--- src/rtl/sdcd_pkg.sv ---
// ----------------------------------------------------------------------------
// sdcd_pkg
// Shared types, codes and defaults of the serial drive command decoder.
// ----------------------------------------------------------------------------
package sdcd_pkg;

   // default line buffer length
   localparam int LINE_LIMIT_DEF = 30;

   // register reset values
   localparam logic [7:0] MIN_PWM_RST    = 8'd60;
   localparam logic [7:0] MAX_PWM_RST    = 8'd220;
   localparam logic [7:0] TURN_PWM_RST   = 8'd150;
   localparam logic [6:0] RAMP_STEPS_RST = 7'd20;
   localparam logic [6:0] RAMP_STEPS_MAX = 7'd64;

   // number saturation limit
   localparam logic [9:0] NUM_SAT = 10'd1023;

   // register indexes
   localparam int CSR_IDX_W = 2;
   localparam logic [CSR_IDX_W-1:0] CSR_MIN_PWM    = 2'd0;
   localparam logic [CSR_IDX_W-1:0] CSR_MAX_PWM    = 2'd1;
   localparam logic [CSR_IDX_W-1:0] CSR_TURN_PWM   = 2'd2;
   localparam logic [CSR_IDX_W-1:0] CSR_RAMP_STEPS = 2'd3;

   // motor direction codes
   localparam logic [1:0] DIR_FWD = 2'd0;
   localparam logic [1:0] DIR_BWD = 2'd1;
   localparam logic [1:0] DIR_BRK = 2'd2;

   // characters
   localparam logic [7:0] CHAR_LF    = 8'd10;
   localparam logic [7:0] CHAR_CR    = 8'd13;
   localparam logic [7:0] CHAR_TAB   = 8'd9;
   localparam logic [7:0] CHAR_VT    = 8'd11;
   localparam logic [7:0] CHAR_FF    = 8'd12;
   localparam logic [7:0] CHAR_SPACE = " ";
   localparam logic [7:0] CHAR_PLUS  = "+";
   localparam logic [7:0] CHAR_MINUS = "-";
   localparam logic [7:0] CHAR_ZERO  = "0";
   localparam logic [7:0] CHAR_NINE  = "9";
   localparam logic [7:0] CHAR_M     = "M";
   localparam logic [7:0] CHAR_F     = "F";
   localparam logic [7:0] CHAR_B     = "B";
   localparam logic [7:0] CHAR_L     = "L";
   localparam logic [7:0] CHAR_R     = "R";
   localparam logic [7:0] CHAR_X     = "X";
   localparam logic [7:0] CHAR_Y     = "Y";
   localparam logic [7:0] CHAR_S     = "S";

   // number parser phase
   typedef enum logic [1:0] {
      PH_SKIP   = 2'd0,
      PH_SIGN   = 2'd1,
      PH_DIGITS = 2'd2,
      PH_DONE   = 2'd3
   } phase_type;

   // what a finished line asks for
   typedef enum logic [1:0] {
      KIND_NONE,
      KIND_RAMP,
      KIND_SINGLE
   } kind_type;

   // controller states
   typedef enum logic [1:0] {
      ST_IDLE,
      ST_DIVIDE,
      ST_STEP,
      ST_SEND
   } state_type;

   // controller to datapath
   typedef struct packed {
      logic line_feed;
      logic line_clear;
      logic ramp_load;
      logic single_load;
      logic div_step;
      logic ramp_step;
   } dp_cmd_type;

   // datapath to controller
   typedef struct packed {
      logic     is_term;
      kind_type kind;
      logic     div_last;
      logic     last;
   } dp_status_type;

endpackage

--- src/rtl/sdcd_ctrl.sv ---
// ----------------------------------------------------------------------------
// sdcd_ctrl
// Sequencer: takes bytes, starts commands, walks divider and ramp steps.
// ----------------------------------------------------------------------------
module sdcd_ctrl
   import sdcd_pkg::*;
(
   input  logic          clock,
   input  logic          reset,
   input  logic          req_valid,
   output logic          req_stall,
   output logic          rsp_valid,
   input  logic          rsp_stall,
   input  dp_status_type status,
   output dp_cmd_type    cmd
);

   state_type state_ff, state_in;

   // state register
   always_ff @(posedge clock) begin
      if (reset) begin
         state_ff <= ST_IDLE;
      end else begin
         state_ff <= state_in;
      end
   end

   // next state and commands, input is open only in idle
   always_comb begin
      state_in  = state_ff;
      cmd       = '0;
      req_stall = 1'b1;
      rsp_valid = 1'b0;
      case (state_ff)
         ST_IDLE: begin
            req_stall = 1'b0;
            if (req_valid) begin
               if (status.is_term) begin
                  cmd.line_clear = 1'b1;
                  case (status.kind)
                     KIND_RAMP: begin
                        cmd.ramp_load = 1'b1;
                        state_in      = ST_DIVIDE;
                     end
                     KIND_SINGLE: begin
                        cmd.single_load = 1'b1;
                        state_in        = ST_SEND;
                     end
                     default: ;
                  endcase
               end else begin
                  cmd.line_feed = 1'b1;
               end
            end
         end
         ST_DIVIDE: begin
            cmd.div_step = 1'b1;
            if (status.div_last) begin
               state_in = ST_STEP;
            end
         end
         ST_STEP: begin
            cmd.ramp_step = 1'b1;
            state_in      = ST_SEND;
         end
         ST_SEND: begin
            rsp_valid = 1'b1;
            if (!rsp_stall) begin
               state_in = status.last ? ST_IDLE : ST_STEP;
            end
         end
         default: state_in = ST_IDLE;
      endcase
   end

endmodule

--- src/rtl/sdcd_datapath.sv ---
// ----------------------------------------------------------------------------
// sdcd_datapath
// Line buffer, number parser, registers, ramp divider and result register.
// ----------------------------------------------------------------------------
module sdcd_datapath
   import sdcd_pkg::*;
#(
   parameter int LINE_LIMIT = LINE_LIMIT_DEF
) (
   input  logic                 clock,
   input  logic                 reset,
   input  logic                 csr_we,
   input  logic [CSR_IDX_W-1:0] csr_index,
   input  logic [7:0]           csr_wdata,
   input  logic [7:0]           req_rx_byte,
   input  dp_cmd_type           cmd,
   output dp_status_type        status,
   output logic [7:0]           rsp_duty,
   output logic [1:0]           rsp_front_left_dir,
   output logic [1:0]           rsp_rear_left_dir,
   output logic [1:0]           rsp_front_right_dir,
   output logic [1:0]           rsp_rear_right_dir,
   output logic                 rsp_last_of_run
);

   localparam int POS_W = $clog2(LINE_LIMIT + 1);

   // configuration registers
   logic [7:0] min_pwm_ff, max_pwm_ff, turn_pwm_ff;
   logic [6:0] ramp_steps_ff;

   // line state
   logic [POS_W-1:0] pos_ff;
   logic [7:0]       lead_ff, letter_ff;
   phase_type        phase_ff;
   logic             neg_ff;
   logic [9:0]       value_ff;
   logic [7:0]       kept_ff;

   // ramp state
   logic [7:0] from_ff;
   logic       down_ff;
   logic [1:0] dir_ff;
   logic [2:0] div_cnt_ff;
   logic [6:0] rem_ff;
   logic [7:0] quo_ff;
   logic [7:0] q_ff;
   logic [6:0] r_ff;
   logic [6:0] i_ff;

   // result register
   logic [7:0] duty_ff;
   logic [1:0] fl_ff, rl_ff, fr_ff, rr_ff;
   logic       last_ff;

   // configuration writes
   always_ff @(posedge clock) begin
      if (reset) begin
         min_pwm_ff    <= MIN_PWM_RST;
         max_pwm_ff    <= MAX_PWM_RST;
         turn_pwm_ff   <= TURN_PWM_RST;
         ramp_steps_ff <= RAMP_STEPS_RST;
      end else if (csr_we) begin
         case (csr_index)
            CSR_MIN_PWM:    min_pwm_ff    <= csr_wdata;
            CSR_MAX_PWM:    max_pwm_ff    <= csr_wdata;
            CSR_TURN_PWM:   turn_pwm_ff   <= csr_wdata;
            CSR_RAMP_STEPS: ramp_steps_ff <= csr_wdata[6:0];
            default: ;
         endcase
      end
   end

   // effective ramp length, 1 to 64
   logic [6:0] steps;
   always_comb begin
      if (ramp_steps_ff == 7'd0) begin
         steps = 7'd1;
      end else if (ramp_steps_ff > RAMP_STEPS_MAX) begin
         steps = RAMP_STEPS_MAX;
      end else begin
         steps = ramp_steps_ff;
      end
   end

   // byte classification
   logic       is_digit, is_space, is_term;
   logic [3:0] digit;
   assign is_term  = (req_rx_byte == CHAR_CR) || (req_rx_byte == CHAR_LF);
   assign is_digit = (req_rx_byte >= CHAR_ZERO) && (req_rx_byte <= CHAR_NINE);
   assign is_space = (req_rx_byte == CHAR_SPACE) || (req_rx_byte == CHAR_TAB) ||
                     (req_rx_byte == CHAR_VT) || (req_rx_byte == CHAR_FF);
   assign digit    = 4'(req_rx_byte - CHAR_ZERO);

   // saturating decimal accumulate
   logic [13:0] value_x10;
   logic [9:0]  value_next;
   assign value_x10  = {1'b0, value_ff, 3'b000} + {3'b000, value_ff, 1'b0} + {10'd0, digit};
   assign value_next = (value_x10 > {4'd0, NUM_SAT}) ? NUM_SAT : value_x10[9:0];

   // clamped target speed
   logic signed [10:0] num;
   logic [7:0]         target;
   always_comb begin
      num = neg_ff ? -$signed({1'b0, value_ff}) : $signed({1'b0, value_ff});
      if (num < $signed({3'b000, min_pwm_ff})) begin
         target = min_pwm_ff;
      end else if (num > $signed({3'b000, max_pwm_ff})) begin
         target = max_pwm_ff;
      end else begin
         target = num[7:0];
      end
   end

   // command decode of the held line
   logic line_ok;
   kind_type kind;
   assign line_ok = (lead_ff == CHAR_M) && (pos_ff >= POS_W'(3));
   always_comb begin
      kind = KIND_NONE;
      if (line_ok) begin
         case (letter_ff)
            CHAR_F, CHAR_B:                 kind = KIND_RAMP;
            CHAR_L, CHAR_R, CHAR_X, CHAR_Y,
            CHAR_S:                         kind = KIND_SINGLE;
            default:                        kind = KIND_NONE;
         endcase
      end
   end

   // line buffer and number parser
   always_ff @(posedge clock) begin
      if (reset) begin
         pos_ff    <= '0;
         lead_ff   <= '0;
         letter_ff <= '0;
         phase_ff  <= PH_SKIP;
         neg_ff    <= 1'b0;
         value_ff  <= '0;
         kept_ff   <= '0;
      end else begin
         if (cmd.line_clear && pos_ff != '0) begin
            pos_ff    <= '0;
            lead_ff   <= '0;
            letter_ff <= '0;
            phase_ff  <= PH_SKIP;
            neg_ff    <= 1'b0;
            value_ff  <= '0;
         end
         if (cmd.line_feed && pos_ff < POS_W'(LINE_LIMIT)) begin
            pos_ff <= pos_ff + POS_W'(1);
            if (pos_ff == '0) begin
               lead_ff <= req_rx_byte;
            end else if (pos_ff == POS_W'(2)) begin
               letter_ff <= req_rx_byte;
            end else if (pos_ff >= POS_W'(4)) begin
               case (phase_ff)
                  PH_SKIP: begin
                     if (is_space) begin
                        phase_ff <= PH_SKIP;
                     end else if (req_rx_byte == CHAR_PLUS ||
                                  req_rx_byte == CHAR_MINUS) begin
                        neg_ff   <= (req_rx_byte == CHAR_MINUS);
                        phase_ff <= PH_SIGN;
                     end else if (!is_digit) begin
                        phase_ff <= PH_DONE;
                     end else begin
                        phase_ff <= PH_DIGITS;
                        value_ff <= {6'd0, digit};
                     end
                  end
                  PH_SIGN, PH_DIGITS: begin
                     if (!is_digit) begin
                        phase_ff <= PH_DONE;
                     end else begin
                        phase_ff <= PH_DIGITS;
                        value_ff <= value_next;
                     end
                  end
                  default: ;
               endcase
            end
         end
         // kept speed follows the command
         if (cmd.ramp_load) begin
            kept_ff <= target;
         end else if (cmd.single_load && letter_ff == CHAR_S) begin
            kept_ff <= '0;
         end
      end
   end

   // restoring divider step: |diff| / steps
   logic [7:0] div_sh;
   logic       div_ge;
   logic [7:0] div_sub;
   assign div_sh  = {rem_ff, quo_ff[7]};
   assign div_ge  = div_sh >= {1'b0, steps};
   assign div_sub = div_sh - {1'b0, steps};

   // ramp step: q += qd, r += rd with carry
   logic [7:0] r_sum;
   logic       r_carry;
   logic [8:0] q_sum;
   logic [7:0] q_next;
   logic [6:0] i_next;
   assign r_sum   = {1'b0, r_ff} + {1'b0, rem_ff};
   assign r_carry = r_sum >= {1'b0, steps};
   assign q_sum   = {1'b0, q_ff} + {1'b0, quo_ff} + {8'd0, r_carry};
   assign q_next  = q_sum[7:0];
   assign i_next  = i_ff + 7'd1;

   // step speed, clamped, then limited for drive
   logic signed [9:0] s_raw;
   logic [7:0]        s_clamp, s_duty;
   always_comb begin
      s_raw = down_ff ? $signed({2'b00, from_ff}) - $signed({2'b00, q_next})
                      : $signed({2'b00, from_ff}) + $signed({2'b00, q_next});
      if (s_raw < $signed({2'b00, min_pwm_ff})) begin
         s_clamp = min_pwm_ff;
      end else if (s_raw > $signed({2'b00, max_pwm_ff})) begin
         s_clamp = max_pwm_ff;
      end else begin
         s_clamp = s_raw[7:0];
      end
      s_duty = (s_clamp > max_pwm_ff) ? max_pwm_ff : s_clamp;
   end

   // limited duties of single commands
   logic [7:0] turn_duty, target_duty;
   assign turn_duty   = (turn_pwm_ff > max_pwm_ff) ? max_pwm_ff : turn_pwm_ff;
   assign target_duty = (target > max_pwm_ff) ? max_pwm_ff : target;

   // divider control
   always_ff @(posedge clock) begin
      if (reset) begin
         div_cnt_ff <= '0;
      end else if (cmd.ramp_load) begin
         div_cnt_ff <= '0;
      end else if (cmd.div_step) begin
         div_cnt_ff <= div_cnt_ff + 3'd1;
      end
   end

   // ramp datapath
   always_ff @(posedge clock) begin
      if (cmd.ramp_load) begin
         from_ff <= kept_ff;
         down_ff <= target < kept_ff;
         quo_ff  <= (target < kept_ff) ? kept_ff - target : target - kept_ff;
         rem_ff  <= '0;
         q_ff    <= '0;
         r_ff    <= '0;
         i_ff    <= '0;
         dir_ff  <= (letter_ff == CHAR_F) ? DIR_FWD : DIR_BWD;
      end else if (cmd.div_step) begin
         rem_ff <= div_ge ? div_sub[6:0] : div_sh[6:0];
         quo_ff <= {quo_ff[6:0], div_ge};
      end else if (cmd.ramp_step) begin
         q_ff <= q_next;
         r_ff <= r_carry ? 7'(r_sum - {1'b0, steps}) : r_sum[6:0];
         i_ff <= i_next;
      end
   end

   // result register
   always_ff @(posedge clock) begin
      if (cmd.ramp_step) begin
         duty_ff <= s_duty;
         fl_ff   <= dir_ff;
         rl_ff   <= dir_ff;
         fr_ff   <= dir_ff;
         rr_ff   <= dir_ff;
         last_ff <= (i_next == steps);
      end else if (cmd.single_load) begin
         last_ff <= 1'b1;
         case (letter_ff)
            CHAR_L: begin
               duty_ff <= turn_duty;
               {fl_ff, rl_ff, fr_ff, rr_ff} <= {DIR_BWD, DIR_BWD, DIR_FWD, DIR_FWD};
            end
            CHAR_R: begin
               duty_ff <= turn_duty;
               {fl_ff, rl_ff, fr_ff, rr_ff} <= {DIR_FWD, DIR_FWD, DIR_BWD, DIR_BWD};
            end
            CHAR_X: begin
               duty_ff <= target_duty;
               {fl_ff, rl_ff, fr_ff, rr_ff} <= {DIR_BWD, DIR_FWD, DIR_FWD, DIR_BWD};
            end
            CHAR_Y: begin
               duty_ff <= target_duty;
               {fl_ff, rl_ff, fr_ff, rr_ff} <= {DIR_FWD, DIR_BWD, DIR_BWD, DIR_FWD};
            end
            default: begin
               duty_ff <= '0;
               {fl_ff, rl_ff, fr_ff, rr_ff} <= {DIR_BRK, DIR_BRK, DIR_BRK, DIR_BRK};
            end
         endcase
      end
   end

   // status to the controller
   assign status.is_term  = is_term;
   assign status.kind     = kind;
   assign status.div_last = (div_cnt_ff == 3'd7);
   assign status.last     = last_ff;

   assign rsp_duty            = duty_ff;
   assign rsp_front_left_dir  = fl_ff;
   assign rsp_rear_left_dir   = rl_ff;
   assign rsp_front_right_dir = fr_ff;
   assign rsp_rear_right_dir  = rr_ff;
   assign rsp_last_of_run     = last_ff;

endmodule

--- src/rtl/serial_drive_command_decoder_top.sv ---
// A data byte is taken and the block stays idle, ready for the next byte.
// A CR or LF that ends a line with no command also leaves it idle. A pivot,
// strafe or brake line loads the result register and the block stalls its input
// until that one result is transferred.
// A forward or backward ramp of n steps first runs the serial divider that
// splits the speed difference by n, then computes each step in the STEP state
// and transfers it in the SEND state, which holds while the output stalls;
// input stays stalled until the last step is transferred.
// ----------------------------------------------------------------------------
// serial_drive_command_decoder_top
// Serial line decoder producing four-motor drive commands and speed ramps.
// ----------------------------------------------------------------------------
module serial_drive_command_decoder_top
   import sdcd_pkg::*;
#(
   parameter int LINE_LIMIT = LINE_LIMIT_DEF
) (
   input  logic                 clock,
   input  logic                 reset,
   input  logic                 csr_we,
   input  logic [CSR_IDX_W-1:0] csr_index,
   input  logic [7:0]           csr_wdata,
   input  logic                 req_valid,
   output logic                 req_stall,
   input  logic [7:0]           req_rx_byte,
   output logic                 rsp_valid,
   input  logic                 rsp_stall,
   output logic [7:0]           rsp_duty,
   output logic [1:0]           rsp_front_left_dir,
   output logic [1:0]           rsp_rear_left_dir,
   output logic [1:0]           rsp_front_right_dir,
   output logic [1:0]           rsp_rear_right_dir,
   output logic                 rsp_last_of_run
);

   dp_cmd_type    cmd;
   dp_status_type status;

   // sequencer
   sdcd_ctrl u_ctrl (
      .clock     (clock),
      .reset     (reset),
      .req_valid (req_valid),
      .req_stall (req_stall),
      .rsp_valid (rsp_valid),
      .rsp_stall (rsp_stall),
      .status    (status),
      .cmd       (cmd)
   );

   // datapath
   sdcd_datapath #(
      .LINE_LIMIT (LINE_LIMIT)
   ) u_datapath (
      .clock               (clock),
      .reset               (reset),
      .csr_we              (csr_we),
      .csr_index           (csr_index),
      .csr_wdata           (csr_wdata),
      .req_rx_byte         (req_rx_byte),
      .cmd                 (cmd),
      .status              (status),
      .rsp_duty            (rsp_duty),
      .rsp_front_left_dir  (rsp_front_left_dir),
      .rsp_rear_left_dir   (rsp_rear_left_dir),
      .rsp_front_right_dir (rsp_front_right_dir),
      .rsp_rear_right_dir  (rsp_rear_right_dir),
      .rsp_last_of_run     (rsp_last_of_run)
   );

endmodule

--- config.mk ---
export PLATFORM = sky130hd
export DESIGN_NAME = serial_drive_command_decoder_top
export DESIGN_NICKNAME = d
export VERILOG_FILES = /design/src/rtl/sdcd_pkg.sv /design/src/rtl/sdcd_ctrl.sv /design/src/rtl/sdcd_datapath.sv /design/src/rtl/serial_drive_command_decoder_top.sv
export SDC_FILE = /design/constraint.sdc
export NUM_CORES = 1
export LEC_CHECK = 0
export ABC_AREA = 1
export ABC_CLOCK_PERIOD_IN_PS = 7400
export BUFFER_PORTS_ARGS = -buffer_cell sky130_fd_sc_hd__buf_4
export CAP_MARGIN = 20
export CORE_MARGIN = 2
export CORE_UTILIZATION = 40
export CTS_BUF_LIST = sky130_fd_sc_hd__clkbuf_8
export DETAILED_ROUTE_END_ITERATION = 12
export PLACE_DENSITY = 0.64
export SYNTH_ARGS = -nofsm -noshare
export SYNTH_HDL_FRONTEND = slang
export SYNTH_HIERARCHICAL = 1
export SYNTH_SLANG_ARGS = --single-unit
--- constraint.sdc ---
create_clock -name clock -period 7.4 [get_ports clock]
set_input_delay 1.48 -clock clock [delete_from_list [all_inputs] [get_ports clock]]
set_output_delay 1.48 -clock clock [all_outputs]
set_load 0.05 [all_outputs]
**Word-level counts from Yosys, hierarchy flattened**

Cells that the tools add are included.

- Word-level logic and storage cells: 223
- Bits of input ports: 23
- Register bits after elaboration: 143

- Mux-type cells: 92
- Equality and inequality tests: 34
- Order comparisons: 17
- Reduce and logical (&&, ||, !) cells: 36
- Bitwise logic cells: 1
- $add $sub $neg: 16

Operator list:

| kind | number |
|---|---|
| 2-to-1 mux 8 bit | 21 |
| 2-to-1 mux 10 bit | 11 |
| == test 8 x 7 -> 1 bit, second input constant | 8 |
| 2-to-1 mux 2 bit | 21 |
| == test 8 x 4 -> 1 bit, second input constant | 5 |
| 2-to-1 mux 7 bit | 4 |
| one-hot mux 2 bit (2 select lines) | 7 |
| == test 8 x 6 -> 1 bit, second input constant | 3 |
| > comparator 8 bit | 3 |
| one-hot mux 10 bit (2 select lines) | 1 |
| 2-to-1 mux 1 bit | 19 |
| OR reduction 2 bit | 9 |
| greater-or-equal comparator 8 x 7 -> 1 bit | 2 |
| one-hot mux 8 bit (2 select lines) | 1 |
| subtractor 8 bit | 2 |
| adder 13 x 11 -> 14 bit | 1 |
| adder 14 x 4 -> 14 bit | 1 |
| > comparator 14 x 10 -> 1 bit, second input constant | 1 |
| subtractor 7 bit | 2 |
| == test 2 bit, second input constant | 6 |
| > comparator 11 x 9 -> 1 bit | 1 |
| < comparator 11 x 9 -> 1 bit | 1 |
| 2-to-1 mux 11 bit | 1 |
| negator 10 -> 11 bit | 1 |
| other kinds (40) | 64 |

**Depth between registers and ports, before layout**

- Word-level depth: 19
- Gate-level depth with buffers: 56

**By module**

The synthesis kept the hierarchy.

By module, submodules not included:

| module | sequential area each (sq um) | times used | area an instance (sq um) | cells an instance |
|---|---|---|---|---|
| sdcd_datapath | 3,093.0 | 1 | 11,599.9 | 1,633 |
| sdcd_ctrl | 40.0 | 1 | 207.7 | 41 |

**Worst setup path after synthesis**

Ideal clock, no wire load.

- Path type: register to register
- Start: register u_datapath.rem_ff[2]
- End: register u_datapath.duty_ff[0], in the netlist u_datapath/rsp_duty[0] (data pin)
- Arrival: 7.160 ns
- Setup slack: -0.013 ns
- Path buffers: 1
- Cell stages (with the launch flop): 52
- Library setup time: 0.252 ns
- Cells stage by stage: dfxtp_1 > ha_1 > a21oi_1 > nand2_1 > or2_2 > nand2_1 > inv_1 > ha_1 > nand2_1 > o21ai_1 > a21oi_1 > o21ai_1 > o21a_1 > nor3_4 > nand2_4 > inv_1 > fa_1 > fa_1 > (+16 left out) > inv_1 > nand4_1 > nand2_1 > nand2_2 > nand2_2 > nand2_1 > nand3_1 > nand2_1 > ha_1 > a21oi_1 > o21ai_0 > nand2_1 > o211ai_1 > o21ai_1 > clkbuf_1 > nand3_1 > nand2_1 > nand2_1

- Longest elaborated chain between the ends: 11

Ends and longest elaborated chain:

| what | line | RTL |
|---|---|---|
| start: declaration | sdcd_datapath.sv:45 | `logic [6:0] rem_ff;` |
| start signal: assignment | sdcd_datapath.sv:257 | `rem_ff <= div_ge ? div_sub[6:0] : div_sh[6:0];` |
| adder 7 x 7 -> 8 bit * | sdcd_datapath.sv:207 | `assign r_sum = {1'b0, r_ff} + {1'b0, rem_ff};` |
| greater-or-equal comparator 8 x 7 -> 1 bit * | sdcd_datapath.sv:208 | `assign r_carry = r_sum >= {1'b0, steps};` |
| adder 8 x 1 -> 8 bit * | sdcd_datapath.sv:209 | `assign q_sum = {1'b0, q_ff} + {1'b0, quo_ff} + {8'd0, r_carry};` |
| net u_datapath.q_sum[6] | sdcd_datapath.sv:204 | `logic [8:0] q_sum;` |
| adder 8 x 8 -> 9 bit or subtractor 8 x 8 -> 9 bit (tied branches) | sdcd_datapath.sv:218, sdcd_datapath.sv:217 |  |
| 2-to-1 mux 10 bit * | sdcd_datapath.sv:217 | `s_raw = down_ff ? $signed({2'b00, from_ff}) - $signed({2'b00, q_next})` |
| > comparator 10 x 9 -> 1 bit | sdcd_datapath.sv:221 | `end else if (s_raw > $signed({2'b00, max_pwm_ff})) begin` |
| 2-to-1 mux 8 bit | sdcd_datapath.sv:221 |  |
| 2-to-1 mux 8 bit * | sdcd_datapath.sv:219 | `if (s_raw < $signed({2'b00, min_pwm_ff})) begin` |
| > comparator 8 bit | sdcd_datapath.sv:226 | `s_duty = (s_clamp > max_pwm_ff) ? max_pwm_ff : s_clamp;` |
| 2-to-1 mux 8 bit * | sdcd_datapath.sv:226 |  |
| 2-to-1 mux 8 bit * | sdcd_datapath.sv:268 | `if (cmd.ramp_step) begin` |
| end signal: assignment | sdcd_datapath.sv:269 | `duty_ff <= s_duty;` |
| end signal: assignment | sdcd_datapath.sv:279 | `duty_ff <= turn_duty;` |
| end signal: assignment | sdcd_datapath.sv:283 | `duty_ff <= turn_duty;` |
| end: declaration | sdcd_datapath.sv:52 | `logic [7:0] duty_ff;` |

Mark *: on every way through the listed nets, which the timed path passes. The rest lies on a longest branch.
A chain may end at the register's enable or synchronous reset.

**Final worst setup path**

- Start: register u_datapath.r_ff[2]
- End: register u_datapath.duty_ff[6], in the netlist u_datapath/rsp_duty[6] (data pin)

- Longest elaborated chain between the ends: 11

Ends and longest elaborated chain:

| what | line | RTL |
|---|---|---|
| start: declaration | sdcd_datapath.sv:48 | `logic [6:0] r_ff;` |
| start signal: assignment | sdcd_datapath.sv:261 | `r_ff <= r_carry ? 7'(r_sum - {1'b0, steps}) : r_sum[6:0];` |
| adder 7 x 7 -> 8 bit * | sdcd_datapath.sv:207 |  |
| greater-or-equal comparator 8 x 7 -> 1 bit * | sdcd_datapath.sv:208 |  |
| adder 8 x 1 -> 8 bit * | sdcd_datapath.sv:209 |  |
| net u_datapath.q_sum[6] | sdcd_datapath.sv:204 |  |
| adder 8 x 8 -> 9 bit or subtractor 8 x 8 -> 9 bit (tied branches) | sdcd_datapath.sv:218, sdcd_datapath.sv:217 |  |
| 2-to-1 mux 10 bit * | sdcd_datapath.sv:217 |  |
| > comparator 10 x 9 -> 1 bit | sdcd_datapath.sv:221 |  |
| 2-to-1 mux 8 bit | sdcd_datapath.sv:221 |  |
| 2-to-1 mux 8 bit * | sdcd_datapath.sv:219 |  |
| > comparator 8 bit | sdcd_datapath.sv:226 |  |
| 2-to-1 mux 8 bit * | sdcd_datapath.sv:226 |  |
| 2-to-1 mux 8 bit * | sdcd_datapath.sv:268 |  |

Marked as above.

==> run summary <==
The run finished, with violations left. The final reports fail on negative setup slack. For this run, the top clock speed supported by timing is between 100 and 150 MHz. The post-synthesis sequential area ratio is between 20% and 30%. The mean instance size in the synthesized netlist is 7.05 um2.

After floorplanning, the core was sized to cover slightly below 0.03 mm2. In this design, the stage delay of the slowest critical-path cell is ~0.36 ns. The measured slew at the worst slew-check pin came out at between 1 and 1.5 ns. The Yosys step of the flow raised 6 warnings. The largest net degree at the start of global routing came out at 50. The worst path in the final design needs a cycle of around 7.4 ns, including I/O delays and setup.

The final cell utilization of the core came out at around half. The number of hold violations in the final report came out at 0. After clock tree synthesis, the clock-pin slew on the worst setup and hold paths is ~0.09 ns. The buffers plus inverters on the worst setup path came out at 9. The global-route wire length before repair came out at approximately 55,000 um.

The antenna violation net count after detailed routing came out at 0. The total routing resource utilization after global routing came out at between 20% and 30%. In this design, the largest share of critical-path delay is due to simple AND/OR/NAND/NOR gates. Across all layers, the routed design uses between 10,000 and 15,000 vias. The maximum fanout along the worst path is 8. After legalization and detailed placement, the total HPWL measured 25,200 um. The total number of H-tree levels is 4. The tightest hold margin came out at 0.466 ns. The worst path required time came out at 7.62 ns.

The area growth from synthesis to layout came out at 21.0%. The count of maximum capacitance violations came out at 0. The CTS tree is yes. The clock skew is between 0.015 and 0.02 ns. The total die area is ~0.03 mm2.

The overall power is around 3200 uW. The number of placement rows came out at 62. The routed wire length per instance is between 15 and 20 um. The final critical-path setup slack came out at -0.0317 ns.

Setup repair after global routing could not meet its margin everywhere. The class of the most critical hold timing path is reg -> reg. The number of buffers on the longest clock path came out at 2. The residual overflow from global routing came out at 0.

Setup violations remaining at the end of the flow were counted as 6. The leakage dissipation came out at 0.00689 uW. The final RePlAce weighted congestion came out at 0.887. The net count after synthesis is approximately 1,900. The post-layout net count is approximately 2,000.

The most repeated library cell on the critical path is nand2_1. The number of buffers inserted during clock tree synthesis is 17. The violation count after the first detailed-route iteration is 983. In this run the horizontal extent of the chip is 176 um.

The number of global-route vias before repair came to around 11,000. The CTS root buffer is clkbuf_8. The initial standard-cell utilization of the core came out at between 40% and 50%. STA puts the critical path data arrival time at around 7.7 ns. The ratio of cells with drive above 1 in the final layout is between 10% and 20%. The number of iterations in the first detailed-routing pass is 5. The critical path endpoint category is a flip-flop. Counting distinct cell types in the post-synthesis netlist gives 56.

The async set-reset flop share out of synthesis is 0%. The number of I/O pins is 42. The worst supply voltage drop on vdd came out at around 0.16 mV. The CTS sink count is between 100 and 150. The number of vias per cell is about 5.2. The synthesized cell area came out at between 0.01 and 0.015 mm2. The number of enable-type register cells in the synthesized netlist is 33. The ratio of final minimum period to clock period is 100%.

The worst setup path is launched from a flip-flop. Headroom to the max-slew limit came out at ~17%. For the final routed database, the setup TNS stands at -0.0879 ns. The DRC violations left is 0. The number of antenna violations at the first check in global routing was 0. The clock latency of the later-clocked register in the worst-skew pair came out at 0.47 ns.

Measured along the y axis, the die boundary spans approximately 180 um. The cell with the largest stage delay on the worst path is fa_2. The startpoint-to-endpoint class of the critical path is reg -> reg. The quantity of I/O buffers inserted on ports is 41. The repair_antennas step left the layout with diodes totalling 0.

The routed wire length is around 34,000 um. For this run, the leading register cell type out of synthesis is dfxtp_1. The number of standard cells after synthesis came out at roughly 1,700. The worst setup slack before clock tree synthesis is -0.334 ns. The final max-slew violation count came to 0. The cell area power density is between 200 and 250 mW/mm2. The post-synthesis sequential element count is 140.
## worst reg2reg max path: cells and delay by family (launching register included)
family	cells	cell delay (ns)
compound gates	12	1.51
fa+ha+maj	7	2.12
buf+inv	9	0.71
simple gates	25	2.26
xor+xnor	1	0.24
flops	1	0.34
## final cells by class
type                    count  area (um2)
multi-input cells        1250        8080
clock buffers              17         234
well taps                 384         480
clock inverters            15         114
repair buffers            174        1330
inverters                 240         913
fillers                  2851       14600
flip-flops and latches    140        3140
## per-stage QoR
stage | std cells | cell area [um2]
2_1_floorplan | 1674 | 11800
3_3_place_gp | 2137 | 13000
3_5_place_dp | 2137 | 13000
4_1_cts | 2213 | 13800
5_1_grt | 2220 | 14300
6_report | 2220 | 14300
## cell usage in the layout (no fill, tap or decap), types with 12 or more instances in the layout
master / n
a211oi_1: 13
a21oi_1: 148
buf_4: 167
clkbuf_8: 17
dfxtp_1: 103
edfxtp_1: 33
ha_1: 131
ha_4: 14
inv_1: 219
inv_2: 15
nand2_1: 337
nand2_2: 30
nand3_1: 83
nand3_2: 21
nand3b_1: 12
nand4_1: 22
nor2_1: 105
nor3_1: 20
o211ai_1: 23
o21ai_0: 106
o21ai_2: 15
xnor2_1: 13
xor2_1: 43
## cells by family after synthesis
family                     share of synthesized area [%]
buffers and inverters                               9.48
DFF                                                 26.5
AOI/OAI and AO/OA                                   17.3
xor gates and xnor gates                            4.38
adders and majority gates                           17.2
and+or+nand+nor                                     25.1
## cell usage after synthesis, types with 4 or more instances
cell type | instances | area, um2
inv_2 | 9 | 33.8
dfxtp_1 | 107 | 2140
a21oi_1 | 160 | 801
buf_4 | 7 | 52.6
clkbuf_1 | 24 | 90.1
xor2_1 | 45 | 394
inv_1 | 226 | 848
nand2_1 | 355 | 1330
xnor2_1 | 14 | 123
a31oi_1 | 4 | 25.0
o21bai_1 | 7 | 52.6
nand4_1 | 22 | 138
nor4_1 | 5 | 31.3
nand3b_1 | 12 | 90.1
edfxtp_1 | 33 | 991
nor2_2 | 5 | 31.3
buf_2 | 10 | 50.1
nor3_1 | 21 | 105
o211ai_1 | 23 | 173
nand2_2 | 16 | 100
o22ai_1 | 4 | 25.0
ha_1 | 145 | 1810
nand3_1 | 102 | 510
o31ai_1 | 4 | 30.0
o21ai_0 | 121 | 606
nor3_2 | 4 | 40.0
fa_1 | 11 | 220
o21ai_1 | 9 | 45.0
a211oi_1 | 14 | 105
nor2_1 | 109 | 409
## final timing paths
| path | cells after the start | slack, ns | end | from |
|---|---|---|---|---|
| max | 54 | -0.03 | u_datapath/rsp_duty[6] | u_datapath/r_ff[2] |
| min | 2 | 0.47 | u_datapath/lead_ff[6] | u_datapath/lead_ff[6] |
| max reg2reg | 54 | -0.03 | u_datapath/rsp_duty[6] | u_datapath/r_ff[2] |
| min reg2reg | 2 | 0.47 | u_datapath/lead_ff[6] | u_datapath/lead_ff[6] |
## flip-flops by register name, indices dropped and copies added, names as in the netlist, 2 cells and up
register and count:
u_datapath/q_ff 8, u_datapath/lead_ff 8, u_datapath/letter_ff 8, u_datapath/i_ff 7, u_ctrl/state_ff 2, u_datapath/kept_ff 8, u_datapath/turn_pwm_ff 8, u_datapath/max_pwm_ff 8
u_datapath/value_ff 10, u_datapath/pos_ff 5, u_datapath/phase_ff 2, u_datapath/rsp_rear_left_dir 2, u_datapath/rem_ff 7, u_datapath/ramp_steps_ff 7, u_datapath/quo_ff 8, u_datapath/min_pwm_ff 8
u_datapath/from_ff 8, u_datapath/rsp_duty 8, u_datapath/div_cnt_ff 3, u_datapath/r_ff 7, u_datapath/rsp_front_left_dir 2
## routing by layer
metal	up-vias	GRT usage, %	routed length (um)
li1	5881	-	-
met1	5371	29.5	16000
met2	292	36.6	16200
met3	45	4.05	1640
met4	0	5.79	578
met5	-	0	0
## report_power, final
part / total, uW / internal [uW] / switching [uW]
registers: 852 / 817 / 35.0
logic: 1810 / 921 / 889
clock network: 570 / 235 / 335
## what timing repair did
item | 4_1_cts | 5_1_grt
cloned | 1 | 0
resized for setup | 37 | 101
pin swaps | 13 | 64
setup buffers | 43 | 12
hold buffers | 0 | 0
endpoints found under the setup margin | 8 | 9
Power figures use the tool's default switching activity.
